## config.mk

```make
export PLATFORM = sky130hd
export DESIGN_NAME = nrv_token_bit_encoder
export DESIGN_NICKNAME = d
export VERILOG_FILES = /design/src/rtl/ntbe_pkg.sv /design/src/rtl/ntbe_front.sv /design/src/rtl/ntbe_queue.sv /design/src/rtl/ntbe_back.sv /design/src/rtl/nrv_token_bit_encoder.sv
export SDC_FILE = /design/constraint.sdc
export NUM_CORES = 2
export LEC_CHECK = 0
export BUFFER_PORTS_ARGS = -buffer_cell sky130_fd_sc_hd__buf_4
export CORE_MARGIN = 1.5
export CORE_UTILIZATION = 30
export DETAILED_ROUTE_END_ITERATION = 8
export PLACE_DENSITY = 0.45
export SETUP_SLACK_MARGIN = 0.5
export SLEW_MARGIN = 20
export SYNTH_ARGS = -nofsm -noshare
export SYNTH_HDL_FRONTEND = slang
export SYNTH_SLANG_ARGS = --single-unit
```

## constraint.sdc

```tcl
create_clock -name i_clk -period 28.4 [get_ports i_clk]
set_input_delay 4.26 -clock i_clk [delete_from_list [all_inputs] [get_ports i_clk]]
set_output_delay 4.26 -clock i_clk [all_outputs]
set_load 0.01 [all_outputs]
```

## src/rtl/ntbe_pkg.sv

```systemverilog
// ----------------------------------------------------------------------------
// ntbe_pkg
// Shared types, codes and code-word helpers of the token bit encoder.
// ----------------------------------------------------------------------------
package ntbe_pkg;

    localparam int OFFSET_BITS_DEF   = 20;
    localparam int LENGTH_BITS_DEF   = 12;
    localparam int OUT_ADDR_BITS_DEF = 24;
    localparam int QUEUE_DEPTH       = 4;
    localparam int WORD_BITS         = 32;

    localparam int CFG_IDX_BITS  = 3;
    localparam int CFG_DATA_BITS = 4;

    localparam logic [CFG_IDX_BITS-1:0] CFG_LEN_LOW  = 3'd0;
    localparam logic [CFG_IDX_BITS-1:0] CFG_OFF_LOW  = 3'd1;
    localparam logic [CFG_IDX_BITS-1:0] CFG_LEN_EXT  = 3'd2;
    localparam logic [CFG_IDX_BITS-1:0] CFG_CODE_SEL = 3'd3;
    localparam logic [CFG_IDX_BITS-1:0] CFG_OFF_BIAS = 3'd4;

    localparam logic [1:0] KIND_LIT   = 2'd0;
    localparam logic [1:0] KIND_MATCH = 2'd1;
    localparam logic [1:0] KIND_END   = 2'd2;
    localparam logic [1:0] KIND_NONE  = 2'd3;

    localparam logic [31:0] THR_SS11 = 32'h0000_0d00;
    localparam logic [31:0] THR_SS12 = 32'h0000_0500;

    // offset low bits value that means "send a whole byte"
    localparam logic [3:0] OFF_LOW_BYTE = 4'd8;

    typedef enum logic [4:0] {
        OP_BITS  = 5'b00001,
        OP_BYTE  = 5'b00010,
        OP_FIRST = 5'b00100,
        OP_SKIP  = 5'b01000,
        OP_PAD   = 5'b10000
    } t_op_code;

    typedef struct packed {
        t_op_code    code;
        logic [31:0] val;
        logic [5:0]  nbits;
        logic        eot;
    } t_op;

    // base subtracted by the ss12 prefix after n groups: binary 1010..10
    function automatic logic [32:0] ss12_base(input logic [5:0] n);
        logic [32:0] s;
        s = '0;
        for (int k = 0; k < 16; k++) begin
            if (6'(k) < n) s[2*k+1] = 1'b1;
        end
        return s;
    endfunction

    function automatic logic [5:0] msb_index(input logic [32:0] j);
        logic [5:0] m;
        m = '0;
        for (int k = 0; k < 33; k++) begin
            if (j[k]) m = 6'(k);
        end
        return m;
    endfunction

    // data bits of j interleaved with continuation flags, stop flag last
    function automatic logic [63:0] ss11_word(input logic [32:0] j);
        logic [63:0] w;
        w = '0;
        for (int k = 0; k < 32; k++) begin
            w[2*k+1] = j[k];
            w[2*k]   = (k == 0);
        end
        return w;
    endfunction

    function automatic logic [63:0] ss12_word(input logic [32:0] ip);
        logic [63:0] w;
        w    = '0;
        w[1] = ip[0];
        w[0] = 1'b1;
        for (int k = 1; k <= 16; k++) begin
            w[3*k-1] = ip[2*k-1];
            w[3*k+1] = ip[2*k];
        end
        return w;
    endfunction

endpackage

```

## src/rtl/ntbe_front.sv

```systemverilog
// ----------------------------------------------------------------------------
// ntbe_front
// Accepts tokens, holds the configuration and breaks each token into
// packer operations (bit groups, bytes, address skips, padding).
// ----------------------------------------------------------------------------
module ntbe_front
    import ntbe_pkg::*;
#(
    parameter int OFFSET_BITS = OFFSET_BITS_DEF,
    parameter int LENGTH_BITS = LENGTH_BITS_DEF
) (
    input  logic                     i_clk,
    input  logic                     i_rst_n,
    input  logic                     i_cfg_we,
    input  logic [CFG_IDX_BITS-1:0]  i_cfg_index,
    input  logic [CFG_DATA_BITS-1:0] i_cfg_data,
    input  logic                     i_in_valid,
    output logic                     o_in_ready,
    input  logic [1:0]               i_token_kind,
    input  logic [7:0]               i_literal_byte,
    input  logic [OFFSET_BITS-1:0]   i_match_offset,
    input  logic [LENGTH_BITS-1:0]   i_match_length,
    output logic                     o_push,
    output t_op                      o_op,
    input  logic                     i_full
);

    localparam int TW = LENGTH_BITS + 9;

    typedef enum logic [10:0] {
        S_IDLE = 11'b00000000001,
        S_HEAD = 11'b00000000010,
        S_LITB = 11'b00000000100,
        S_PN   = 11'b00000001000,
        S_PW   = 11'b00000010000,
        S_PHI  = 11'b00000100000,
        S_PLO  = 11'b00001000000,
        S_OLOW = 11'b00010000000,
        S_LEN  = 11'b00100000000,
        S_LRAW = 11'b01000000000,
        S_PAD  = 11'b10000000000
    } t_state;

    t_state r_state, n_state;

    logic [2:0] r_p1;
    logic [3:0] r_p2;
    logic [2:0] r_p3;
    logic [1:0] r_cs;
    logic       r_bias;

    logic [1:0]             r_kind;
    logic [7:0]             r_lit;
    logic [OFFSET_BITS-1:0] r_off, r_last_off, n_last_off;
    logic [LENGTH_BITS-1:0] r_len;
    logic                   r_first, n_first;
    logic                   r_which, n_which;   // 0 offset prefix, 1 length prefix
    logic [31:0]            r_m, n_m;
    logic [32:0]            r_p, n_p;
    logic [32:0]            r_j, n_j;
    logic [5:0]             r_n, n_n;
    logic [63:0]            r_w, n_w;
    logic [6:0]             r_wl, n_wl;
    logic [LENGTH_BITS-1:0] r_uv, n_uv;

    logic                   accept;
    logic [31:0]            m_c;
    logic [32:0]            p_c;
    logic                   sel11;
    logic [32:0]            j11;
    logic [32:0]            ip12;
    logic [5:0]             n12;
    logic                   adj;
    logic signed [TW-1:0]   t_len, lim, v_len;
    logic                   short_len;
    logic [LENGTH_BITS-1:0] uv_c;

    assign o_in_ready = (r_state == S_IDLE);
    assign accept     = i_in_valid && o_in_ready && (i_token_kind != KIND_NONE);

    always_ff @(posedge i_clk) begin
        if (!i_rst_n) begin
            r_p1   <= 3'd0;
            r_p2   <= 4'd8;
            r_p3   <= 3'd0;
            r_cs   <= 2'd0;
            r_bias <= 1'b0;
        end else if (i_cfg_we) begin
            unique case (i_cfg_index)
                CFG_LEN_LOW:  r_p1   <= i_cfg_data[2:0];
                CFG_OFF_LOW:  r_p2   <= i_cfg_data[3:0];
                CFG_LEN_EXT:  r_p3   <= i_cfg_data[2:0];
                CFG_CODE_SEL: r_cs   <= i_cfg_data[1:0];
                CFG_OFF_BIAS: r_bias <= i_cfg_data[0];
                default: ;
            endcase
        end
    end

    always_ff @(posedge i_clk) begin
        if (accept) begin
            r_kind <= i_token_kind;
            r_lit  <= i_literal_byte;
            r_off  <= i_match_offset;
            r_len  <= i_match_length;
        end
        r_m  <= n_m;
        r_p  <= n_p;
        r_j  <= n_j;
        r_n  <= n_n;
        r_w  <= n_w;
        r_wl <= n_wl;
        r_uv <= n_uv;
    end

    always_ff @(posedge i_clk) begin
        if (!i_rst_n) begin
            r_state    <= S_IDLE;
            r_first    <= 1'b1;
            r_last_off <= OFFSET_BITS'(1);
            r_which    <= 1'b0;
        end else begin
            r_state    <= n_state;
            r_first    <= n_first;
            r_last_off <= n_last_off;
            r_which    <= n_which;
        end
    end

    // coded offset and its prefix value (end token codes offset zero)
    always_comb begin
        m_c = ((r_kind == KIND_END) ? 32'd0 : 32'(r_off)) - 32'(r_bias);
        p_c = {1'b0, 32'(m_c >> r_p2) + 32'd1};
    end

    always_comb begin
        sel11 = r_which ? r_cs[1] : r_cs[0];
        j11   = r_p + 33'd2;
        n12   = '0;
        for (int k = 1; k <= 16; k++) begin
            if (r_p >= ss12_base(6'(k))) n12 = 6'(k);
        end
        ip12  = r_j - ss12_base(r_n);
    end

    always_comb begin
        adj       = 32'(r_off) > (r_cs[0] ? THR_SS11 : THR_SS12);
        t_len     = $signed(TW'(r_len)) - $signed(TW'(1)) - $signed(TW'(adj));
        lim       = $signed(TW'(1) << r_p1);
        short_len = (r_p1 != 3'd0) && (t_len >= $signed(TW'(1))) && (t_len < lim);
        v_len     = t_len - lim;
        uv_c      = v_len[TW-1] ? '0 : v_len[LENGTH_BITS-1:0];
    end

    always_comb begin
        n_state    = r_state;
        n_first    = r_first;
        n_last_off = r_last_off;
        n_which    = r_which;
        n_m        = r_m;
        n_p        = r_p;
        n_j        = r_j;
        n_n        = r_n;
        n_w        = r_w;
        n_wl       = r_wl;
        n_uv       = r_uv;
        o_push     = 1'b0;
        o_op       = '{code: OP_BITS, val: 32'd0, nbits: 6'd0, eot: 1'b0};

        unique case (r_state)
            S_IDLE: begin
                if (accept) n_state = S_HEAD;
            end
            S_HEAD: begin
                o_push = 1'b1;
                if (!i_full) begin
                    if (r_first) begin
                        n_first = 1'b0;
                        if (r_kind == KIND_LIT) begin
                            o_op    = '{code: OP_FIRST, val: 32'(r_lit), nbits: 6'd0,
                                        eot: 1'b1};
                            n_state = S_IDLE;
                        end else begin
                            o_op = '{code: OP_SKIP, val: 32'd0, nbits: 6'd0, eot: 1'b0};
                        end
                    end else if (r_kind == KIND_LIT) begin
                        o_op    = '{code: OP_BITS, val: 32'd1, nbits: 6'd1, eot: 1'b0};
                        n_state = S_LITB;
                    end else if (r_kind == KIND_MATCH && r_off == r_last_off) begin
                        // repeated offset: 0 then 0,1
                        o_op    = '{code: OP_BITS, val: 32'd1, nbits: 6'd3, eot: 1'b0};
                        n_state = S_LEN;
                    end else begin
                        o_op    = '{code: OP_BITS, val: 32'd0, nbits: 6'd1, eot: 1'b0};
                        if (r_kind == KIND_MATCH) n_last_off = r_off;
                        n_m     = m_c;
                        n_p     = p_c;
                        n_which = 1'b0;
                        n_state = S_PN;
                    end
                end
            end
            S_LITB: begin
                o_push = 1'b1;
                o_op   = '{code: OP_BYTE, val: 32'(r_lit), nbits: 6'd0, eot: 1'b1};
                if (!i_full) n_state = S_IDLE;
            end
            S_PN: begin
                if (sel11) begin
                    n_j = j11;
                    n_n = msb_index(j11);
                end else begin
                    n_j = r_p;
                    n_n = n12;
                end
                n_state = S_PW;
            end
            S_PW: begin
                if (sel11) begin
                    n_w  = ss11_word(r_j);
                    n_wl = {r_n, 1'b0};
                end else begin
                    n_w  = ss12_word(ip12);
                    n_wl = {r_n, 1'b0} + 7'(r_n) + 7'd2;
                end
                n_state = (n_wl > 7'd32) ? S_PHI : S_PLO;
            end
            S_PHI: begin
                o_push = 1'b1;
                o_op   = '{code: OP_BITS, val: r_w[63:32], nbits: 6'(r_wl - 7'd32),
                           eot: 1'b0};
                if (!i_full) n_state = S_PLO;
            end
            S_PLO: begin
                o_push = 1'b1;
                o_op   = '{code: OP_BITS, val: r_w[31:0],
                           nbits: (r_wl > 7'd32) ? 6'd32 : 6'(r_wl), eot: 1'b0};
                if (!i_full) n_state = r_which ? S_LRAW : S_OLOW;
            end
            S_OLOW: begin
                o_push = 1'b1;
                if (r_p2 == OFF_LOW_BYTE) begin
                    o_op = '{code: OP_BYTE, val: r_m, nbits: 6'd0, eot: 1'b0};
                end else begin
                    o_op = '{code: OP_BITS, val: r_m, nbits: 6'(r_p2), eot: 1'b0};
                end
                if (!i_full) n_state = (r_kind == KIND_END) ? S_PAD : S_LEN;
            end
            S_LEN: begin
                o_push = 1'b1;
                if (short_len) begin
                    o_op = '{code: OP_BITS, val: 32'(t_len[LENGTH_BITS-1:0]),
                             nbits: 6'(r_p1), eot: 1'b1};
                    if (!i_full) n_state = S_IDLE;
                end else begin
                    o_op = '{code: OP_BITS, val: 32'd0, nbits: 6'(r_p1), eot: 1'b0};
                    if (!i_full) begin
                        n_uv    = uv_c;
                        n_p     = 33'(uv_c >> r_p3);
                        n_which = 1'b1;
                        n_state = S_PN;
                    end
                end
            end
            S_LRAW: begin
                o_push = 1'b1;
                o_op   = '{code: OP_BITS, val: 32'(r_uv), nbits: 6'(r_p3), eot: 1'b1};
                if (!i_full) n_state = S_IDLE;
            end
            S_PAD: begin
                o_push = 1'b1;
                o_op   = '{code: OP_PAD, val: 32'd0, nbits: 6'd0, eot: 1'b1};
                if (!i_full) n_state = S_IDLE;
            end
            default: n_state = S_IDLE;
        endcase
    end

endmodule

```

## src/rtl/ntbe_queue.sv

```systemverilog
// ----------------------------------------------------------------------------
// ntbe_queue
// Short operation queue between the token front end and the bit packer.
// ----------------------------------------------------------------------------
module ntbe_queue
    import ntbe_pkg::*;
(
    input  logic i_clk,
    input  logic i_rst_n,
    input  logic i_push,
    input  t_op  i_op,
    output logic o_full,
    output logic o_valid,
    output t_op  o_op,
    input  logic i_pop
);

    localparam int PW = $clog2(QUEUE_DEPTH);

    t_op           r_mem [QUEUE_DEPTH];
    logic [PW-1:0] r_wr, r_rd;
    logic [PW:0]   r_cnt;
    logic          wr_en, rd_en;

    assign o_full  = (r_cnt == (PW+1)'(QUEUE_DEPTH));
    assign o_valid = (r_cnt != '0);
    assign o_op    = r_mem[r_rd];
    assign wr_en   = i_push && !o_full;
    assign rd_en   = i_pop && o_valid;

    always_ff @(posedge i_clk) begin
        if (wr_en) r_mem[r_wr] <= i_op;
    end

    always_ff @(posedge i_clk) begin
        if (!i_rst_n) begin
            r_wr  <= '0;
            r_rd  <= '0;
            r_cnt <= '0;
        end else begin
            if (wr_en) r_wr <= r_wr + PW'(1);
            if (rd_en) r_rd <= r_rd + PW'(1);
            r_cnt <= r_cnt + (PW+1)'(wr_en) - (PW+1)'(rd_en);
        end
    end

endmodule

```

## src/rtl/ntbe_back.sv

```systemverilog
// ----------------------------------------------------------------------------
// ntbe_back
// Bit packer: appends bit groups to the 32-bit flag word, places bytes,
// and issues byte and word writes through a hold and an output register.
// ----------------------------------------------------------------------------
module ntbe_back
    import ntbe_pkg::*;
#(
    parameter int OUT_ADDR_BITS = OUT_ADDR_BITS_DEF
) (
    input  logic                     i_clk,
    input  logic                     i_rst_n,
    input  logic                     i_valid,
    input  t_op                      i_op,
    output logic                     o_pop,
    output logic                     o_out_valid,
    input  logic                     i_out_ready,
    output logic                     o_write_kind,
    output logic [OUT_ADDR_BITS-1:0] o_address,
    output logic [31:0]              o_write_data,
    output logic                     o_last
);

    localparam int AW = OUT_ADDR_BITS;

    logic [AW-1:0] r_out_addr, n_out_addr;
    logic [AW-1:0] r_word_addr, n_word_addr;
    logic [31:0]   r_word, n_word;
    logic [5:0]    r_cnt, n_cnt;
    logic          r_flush, r_hold_v;
    logic          r_hk;
    logic [AW-1:0] r_ha;
    logic [31:0]   r_hd;
    logic          r_ov, r_ok, r_ol;
    logic [AW-1:0] r_oa;
    logic [31:0]   r_od;

    logic          out_free, busy;
    logic          res_v, res_k;
    logic [AW-1:0] res_a;
    logic [31:0]   res_d;
    logic          push_v, push_last;

    logic          alloc;
    logic [5:0]    c0;
    logic [31:0]   w0;
    logic [AW-1:0] wa0, oa0;
    logic [63:0]   vm, x;
    logic [6:0]    tot, rem;
    logic [63:0]   padw;

    assign out_free = !r_ov || i_out_ready;
    assign busy     = i_valid && !r_flush && out_free;
    assign o_pop    = busy;

    always_comb begin
        alloc = (r_cnt == 6'd32) && (i_op.nbits != 6'd0);
        c0    = alloc ? 6'd0 : r_cnt;
        w0    = alloc ? 32'd0 : r_word;
        wa0   = alloc ? r_out_addr : r_word_addr;
        oa0   = alloc ? (r_out_addr + AW'(4)) : r_out_addr;
        vm    = 64'(i_op.val) & ((64'd1 << i_op.nbits) - 64'd1);
        x     = (64'(w0) << i_op.nbits) | vm;
        tot   = 7'(c0) + 7'(i_op.nbits);
        rem   = tot - 7'd32;
        padw  = 64'(r_word) << (6'd32 - r_cnt);
    end

    always_comb begin
        n_out_addr  = r_out_addr;
        n_word_addr = r_word_addr;
        n_word      = r_word;
        n_cnt       = r_cnt;
        res_v       = 1'b0;
        res_k       = 1'b0;
        res_a       = r_out_addr;
        res_d       = 32'd0;
        if (busy) begin
            unique case (i_op.code)
                OP_BITS: begin
                    n_word_addr = wa0;
                    n_out_addr  = oa0;
                    if (tot <= 7'd32) begin
                        n_word = x[31:0];
                        n_cnt  = 6'(tot);
                        // an empty group never completes a word again
                        if (tot == 7'd32 && i_op.nbits != 6'd0) begin
                            res_v = 1'b1;
                            res_k = 1'b1;
                            res_a = wa0;
                            res_d = x[31:0];
                        end
                    end else begin
                        // word fills part way through the group
                        res_v       = 1'b1;
                        res_k       = 1'b1;
                        res_a       = wa0;
                        res_d       = 32'(x >> rem);
                        n_word      = x[31:0] & 32'((64'd1 << rem) - 64'd1);
                        n_cnt       = 6'(rem);
                        n_word_addr = oa0;
                        n_out_addr  = oa0 + AW'(4);
                    end
                end
                OP_BYTE: begin
                    res_v      = 1'b1;
                    res_d      = {24'd0, i_op.val[7:0]};
                    n_out_addr = r_out_addr + AW'(1);
                end
                OP_FIRST: begin
                    res_v      = 1'b1;
                    res_d      = {24'd0, i_op.val[7:0]};
                    n_out_addr = r_out_addr + AW'(5);
                end
                OP_SKIP: begin
                    n_out_addr = r_out_addr + AW'(5);
                end
                OP_PAD: begin
                    if (r_cnt != 6'd32) begin
                        res_v  = 1'b1;
                        res_k  = 1'b1;
                        res_a  = r_word_addr;
                        res_d  = padw[31:0];
                        n_word = padw[31:0];
                        n_cnt  = 6'd32;
                    end
                end
                default: ;
            endcase
        end
    end

    // the newest write is held back until it is known whether it ends the token
    always_comb begin
        push_v    = 1'b0;
        push_last = 1'b0;
        if (busy && res_v && r_hold_v) begin
            push_v = 1'b1;
        end else if (r_flush && out_free && r_hold_v) begin
            push_v    = 1'b1;
            push_last = 1'b1;
        end
    end

    always_ff @(posedge i_clk) begin
        if (!i_rst_n) begin
            r_out_addr  <= '0;
            r_word_addr <= AW'(1);
            r_word      <= '0;
            r_cnt       <= '0;
            r_flush     <= 1'b0;
            r_hold_v    <= 1'b0;
            r_ov        <= 1'b0;
        end else begin
            r_out_addr  <= n_out_addr;
            r_word_addr <= n_word_addr;
            r_word      <= n_word;
            r_cnt       <= n_cnt;
            if (busy) begin
                if (res_v) r_hold_v <= 1'b1;
                if (i_op.eot) r_flush <= 1'b1;
            end else if (r_flush && out_free) begin
                r_flush  <= 1'b0;
                r_hold_v <= 1'b0;
            end
            if (out_free) r_ov <= push_v;
        end
    end

    always_ff @(posedge i_clk) begin
        if (busy && res_v) begin
            r_hk <= res_k;
            r_ha <= res_a;
            r_hd <= res_d;
        end
        if (out_free && push_v) begin
            r_ok <= r_hk;
            r_oa <= r_ha;
            r_od <= r_hd;
            r_ol <= push_last;
        end
    end

    assign o_out_valid  = r_ov;
    assign o_write_kind = r_ok;
    assign o_address    = r_oa;
    assign o_write_data = r_od;
    assign o_last       = r_ol;

endmodule

```

## src/rtl/nrv_token_bit_encoder.sv

```systemverilog
// ----------------------------------------------------------------------------
// nrv_token_bit_encoder
// Packs a parsed literal/match/end token stream into NRV-style byte and
// 32-bit flag word writes.
// ----------------------------------------------------------------------------
//  channel  direction  handshake                 payload
//  token    in         i_in_valid / o_in_ready   kind, literal, offset, length
//  write    out        o_out_valid / i_out_ready kind, address, data, last
//  config   in         i_cfg_we                  index, data
//
//  Front end takes one token at a time and breaks it into queue ops; a
//  prefix code word wider than 32 bits goes out as two ops. The packer
//  takes one op a cycle while the output register is free and no token
//  end is being flushed, and releases its held write at each token end.
//  A 4-entry op queue and the output register let each side stall alone.
//  Reset is synchronous, active low; no clearing pass.
// ----------------------------------------------------------------------------
module nrv_token_bit_encoder
    import ntbe_pkg::*;
#(
    parameter int OFFSET_BITS   = OFFSET_BITS_DEF,
    parameter int LENGTH_BITS   = LENGTH_BITS_DEF,
    parameter int OUT_ADDR_BITS = OUT_ADDR_BITS_DEF
) (
    input  logic                     i_clk,
    input  logic                     i_rst_n,
    input  logic                     i_cfg_we,
    input  logic [CFG_IDX_BITS-1:0]  i_cfg_index,
    input  logic [CFG_DATA_BITS-1:0] i_cfg_data,
    input  logic                     i_in_valid,
    output logic                     o_in_ready,
    input  logic [1:0]               i_token_kind,
    input  logic [7:0]               i_literal_byte,
    input  logic [OFFSET_BITS-1:0]   i_match_offset,
    input  logic [LENGTH_BITS-1:0]   i_match_length,
    output logic                     o_out_valid,
    input  logic                     i_out_ready,
    output logic                     o_write_kind,
    output logic [OUT_ADDR_BITS-1:0] o_address,
    output logic [31:0]              o_write_data,
    output logic                     o_last
);

    logic push, full, q_valid, pop;
    t_op  push_op, q_op;

    ntbe_front #(
        .OFFSET_BITS (OFFSET_BITS),
        .LENGTH_BITS (LENGTH_BITS)
    ) u_front (
        .i_clk          (i_clk),
        .i_rst_n        (i_rst_n),
        .i_cfg_we       (i_cfg_we),
        .i_cfg_index    (i_cfg_index),
        .i_cfg_data     (i_cfg_data),
        .i_in_valid     (i_in_valid),
        .o_in_ready     (o_in_ready),
        .i_token_kind   (i_token_kind),
        .i_literal_byte (i_literal_byte),
        .i_match_offset (i_match_offset),
        .i_match_length (i_match_length),
        .o_push         (push),
        .o_op           (push_op),
        .i_full         (full)
    );

    ntbe_queue u_queue (
        .i_clk   (i_clk),
        .i_rst_n (i_rst_n),
        .i_push  (push),
        .i_op    (push_op),
        .o_full  (full),
        .o_valid (q_valid),
        .o_op    (q_op),
        .i_pop   (pop)
    );

    ntbe_back #(
        .OUT_ADDR_BITS (OUT_ADDR_BITS)
    ) u_back (
        .i_clk        (i_clk),
        .i_rst_n      (i_rst_n),
        .i_valid      (q_valid),
        .i_op         (q_op),
        .o_pop        (pop),
        .o_out_valid  (o_out_valid),
        .i_out_ready  (i_out_ready),
        .o_write_kind (o_write_kind),
        .o_address    (o_address),
        .o_write_data (o_write_data),
        .o_last       (o_last)
    );

endmodule

```

==> flow_summary.toml <==
[outcome]
outcome = "finished clean"

[die]
core_area_um2 = 152000
start_util = 0.301
placementRows = 143
fp.dieW_um = 393
dieArea_um2 = 155000
die_h_um = 393
ios = 114

[setup_path]
end_kind = "flop"
path_max_fanout = 59
start_kind = "flop"
critPathArrivalTime_ns = 10.46
reg2regPathDepth = 24
rrSetupSlack_ns = 18.21
path_class = "flop to flop"
cp.required_ns = 28.68
r2r-end = "u_back.o_write_data[10]"

[finish]
finalNetCount = 5114
fin_area_um2 = 51500
fillerInstances = 15673
final_cells = 7081
final_util = 0.340
regArea_um2 = 18000
multi_input_area_um2 = 26100
area.growth.synth_to_final_pct = 12.7
drive_above_1_share = 0.128

[synth]
yosys.area.top_type = "edfxtp_1"
synth_most_common_cell = "nor2_1"
muxShareOfSynthArea = 0.112
synth_area_leaders = "edfxtp_1 (33%), dfxtp_1 (6.3%), mux4_2 (4.8%), mux2i_1 (4.7%), nor2_1 (4.6%)"
synth_compound_area_frac = 0.212
ys_seq_area_frac = 0.393
synth_common_cells = "nor2_1 (555), edfxtp_1 (502), nand2_1 (479)"
synth_top_family_by_area = "compound AO/OA/AOI/OAI gates"
syn_nets = 5176
post-synth-top-area-fraction = 0.330
synth_fa_ha_area_frac = 0.0209
yosys.area_share.xor_xnor = 0.0376
synth_edf_count = 502
synth-async-reset-ratio = 0
synth_simple_gate_area_frac = 0.182
syn_inst = 5048
synth_seq_cells = 646
ys_types = 102
avgSynthCellArea_um2 = 9.05
syn-cell-area_um2 = 45700
ys_warn_count = 0
synth-main-ff-cell = "edfxtp_1"

[placed_design]
dpl.cell_count = 6937
gp_congestion = 1.03
port-buffer-count = 113
dp_hpwl_mm = 154
post_dp_cell_area_um2 = 48900

[timing]
slew_violations = 0
hold_ws_ns = 0.401
totalNegativeSetupSlack_ns = 0
clock.fmax_mhz = 98.1
setup_violations = 0
tightest_slew_ns = 1.23
maxSlewHeadroom = 0.171
period_share = 0.359
fin_crit_ns = 10.19
rsz0062_at_grt = "no"
hold_violations = 0
clock_skew_ns = 0.0580

[cts]
clock_path_buffers = 3
cts_setup_buffers = 0
htreeDepth = 3
clock-sinks = 646
cts_root_buffer = "clkbuf_16"
cts_tree = "yes"
postCtsResizedCells = 0
clk_pin_slew_ns = 0.08
clk_latency_ns = 0.71
holdBufCountCts = 0
cts_buffers = 76

[worst_hold_path]
hold_path_class = "flop to flop"
worstHoldPathCells = 0
worstHoldStart = "u_back.r_hd[8]"
holdPathEnd = "u_back.o_write_data[8]"

[drt]
routed_via_density = 6.00
drt-initial-drc-count = 4940
drc_errors = 0
dr.pass1.iters = 8
ant_nets = 0
num_vias = 42499
routed_wl_mm = 206
post_drt_wl_per_cell_um = 29.1

[global_routing]
first_global_vias = 40798
grt_max_degree = 75
grt_pass1_wl_mm = 295
overflow = 0
grt_util_all_layers = 0.261
antenna_found_initial = 4

[flow_run]
cap_violations = 0

[power_and_ir_drop]
p_per_area_nw_per_um2 = 96.3
peakVddDrop_mv = 0.0546
leakage_nw = 17.4
stage by stage:
stage / setup slack [ns] / total power [mW]
after CTS: 18.30 / 4.87
after floorplan: 16.39 / 2.75
final: 18.21 / 4.96
after global placement: 18.51 / 3.86
after global routing: 17.58 / 5.12
after detailed placement: 18.40 / 3.83
cell type report:
| cell class | count | share of cell area |
|---|---|---|
| timing repair buffer | 247 | 0.0360 |
| antenna | 1 | 0.0000486 |
| tap | 2030 | 0.0493 |
| inverter | 127 | 0.00930 |
| clock inverter | 40 | 0.0104 |
| clock buffer | 102 | 0.0402 |
| sequential | 646 | 0.349 |
| multi-input combinational | 3888 | 0.506 |
registers in the layout (all words and copies together), names as in the netlist, 8 cells and up, named ones only:
name / cells
u_back.o_write_data: 32
u_front.r_lit: 8
u_front.r_off: 20
u_back.r_hd: 32
u_back.o_address: 24
u_front.r_uv: 12
u_front.r_j: 33
u_queue.r_mem: 176
u_front.r_m: 32
u_front.r_state: 11
u_front.r_len: 12
u_back.r_out_addr: 24
u_front.r_p: 32
u_front.r_last_off: 20
u_back.r_word: 32
u_front.r_w: 48
u_back.r_word_addr: 24
u_back.r_ha: 24
metal layers:
| layer | part of all wire | vias up | global-route usage |
|---|---|---|---|
| met5 | 0.000087 | - | 0 |
| met4 | 0.062 | 2 | 0.142 |
| met3 | 0.064 | 519 | 0.0421 |
| met2 | 0.45 | 1941 | 0.418 |
| met1 | 0.42 | 20967 | 0.335 |
| li1 | - | 19070 | - |
critical path, stage by stage (launching register included):
cell and delay [ns]:
dfxtp_2 0.67, mux2i_1 0.24, mux2_2 0.66, inv_1 0.09, buf_4 0.34, or4_1 0.47, buf_4 0.29, nor2_1 0.16
buf_4 0.33, inv_1 0.07, buf_4 0.21, nand2_1 0.64, nand2_1 0.24, fa_4 1.16, nand2_1 0.45, nor2_1 0.44
nand3b_1 0.17, nor4_1 0.36, nand2_1 0.31, a21oi_1 0.53, nor2_1 0.19, o21ai_4 0.14, buf_4 0.62, o21a_2 0.24
buf_4 0.61
how the worst max path moves through the flow:
stage                     from                      end  depth (start not counted)
after CTS                 flop   u_back.o_write_data[4]                         24
after global placement    flop     u_back.o_address[17]                         24
after detailed placement  flop   u_back.o_write_data[8]                         24
final                     flop  u_back.o_write_data[10]                         24
after floorplan           flop      u_back.o_address[0]                         28
after global routing      flop  u_back.o_write_data[20]                         24
where the power goes:
part	switching, mW	total [mW]	internal, mW	leakage [nW]
registers	0.0948	1.18	1.08	5.66
clock network	0.434	1.02	0.588	1.25
logic	1.96	2.76	0.800	10.5
cell usage in the layout, fill, tap and decap left out, drive strengths merged, types with 37 or more instances in the layout:
cell type,count
a21oi,322
mux2i,215
o221ai,47
o211ai,57
nor2,556
xor2,77
nor3,183
clkbuf,103
a22oi,61
edfxtp,502
and2,48
nor4,57
ha,70
nor2b,54
buf,246
nand4,46
xnor2,119
nand2b,41
inv,131
a31oi,57
a32oi,37
dfxtp,144
nand2,479
o21ai,354
o22ai,96
mux2,68
nand3,134
a211oi,81
mux4,97
cell families (layout without fill, tap and decap cells):
group | Yosys count | count (layout)
buf+inv | 514 | 516
simple gates | 1771 | 1771
xor+xnor | 196 | 196
flops | 646 | 646
mux | 380 | 380
compound gates | 1467 | 1467
other cells | 0 | 1
fa+ha+maj | 74 | 74
No activity file was read; power rests on OpenSTA's default activity.
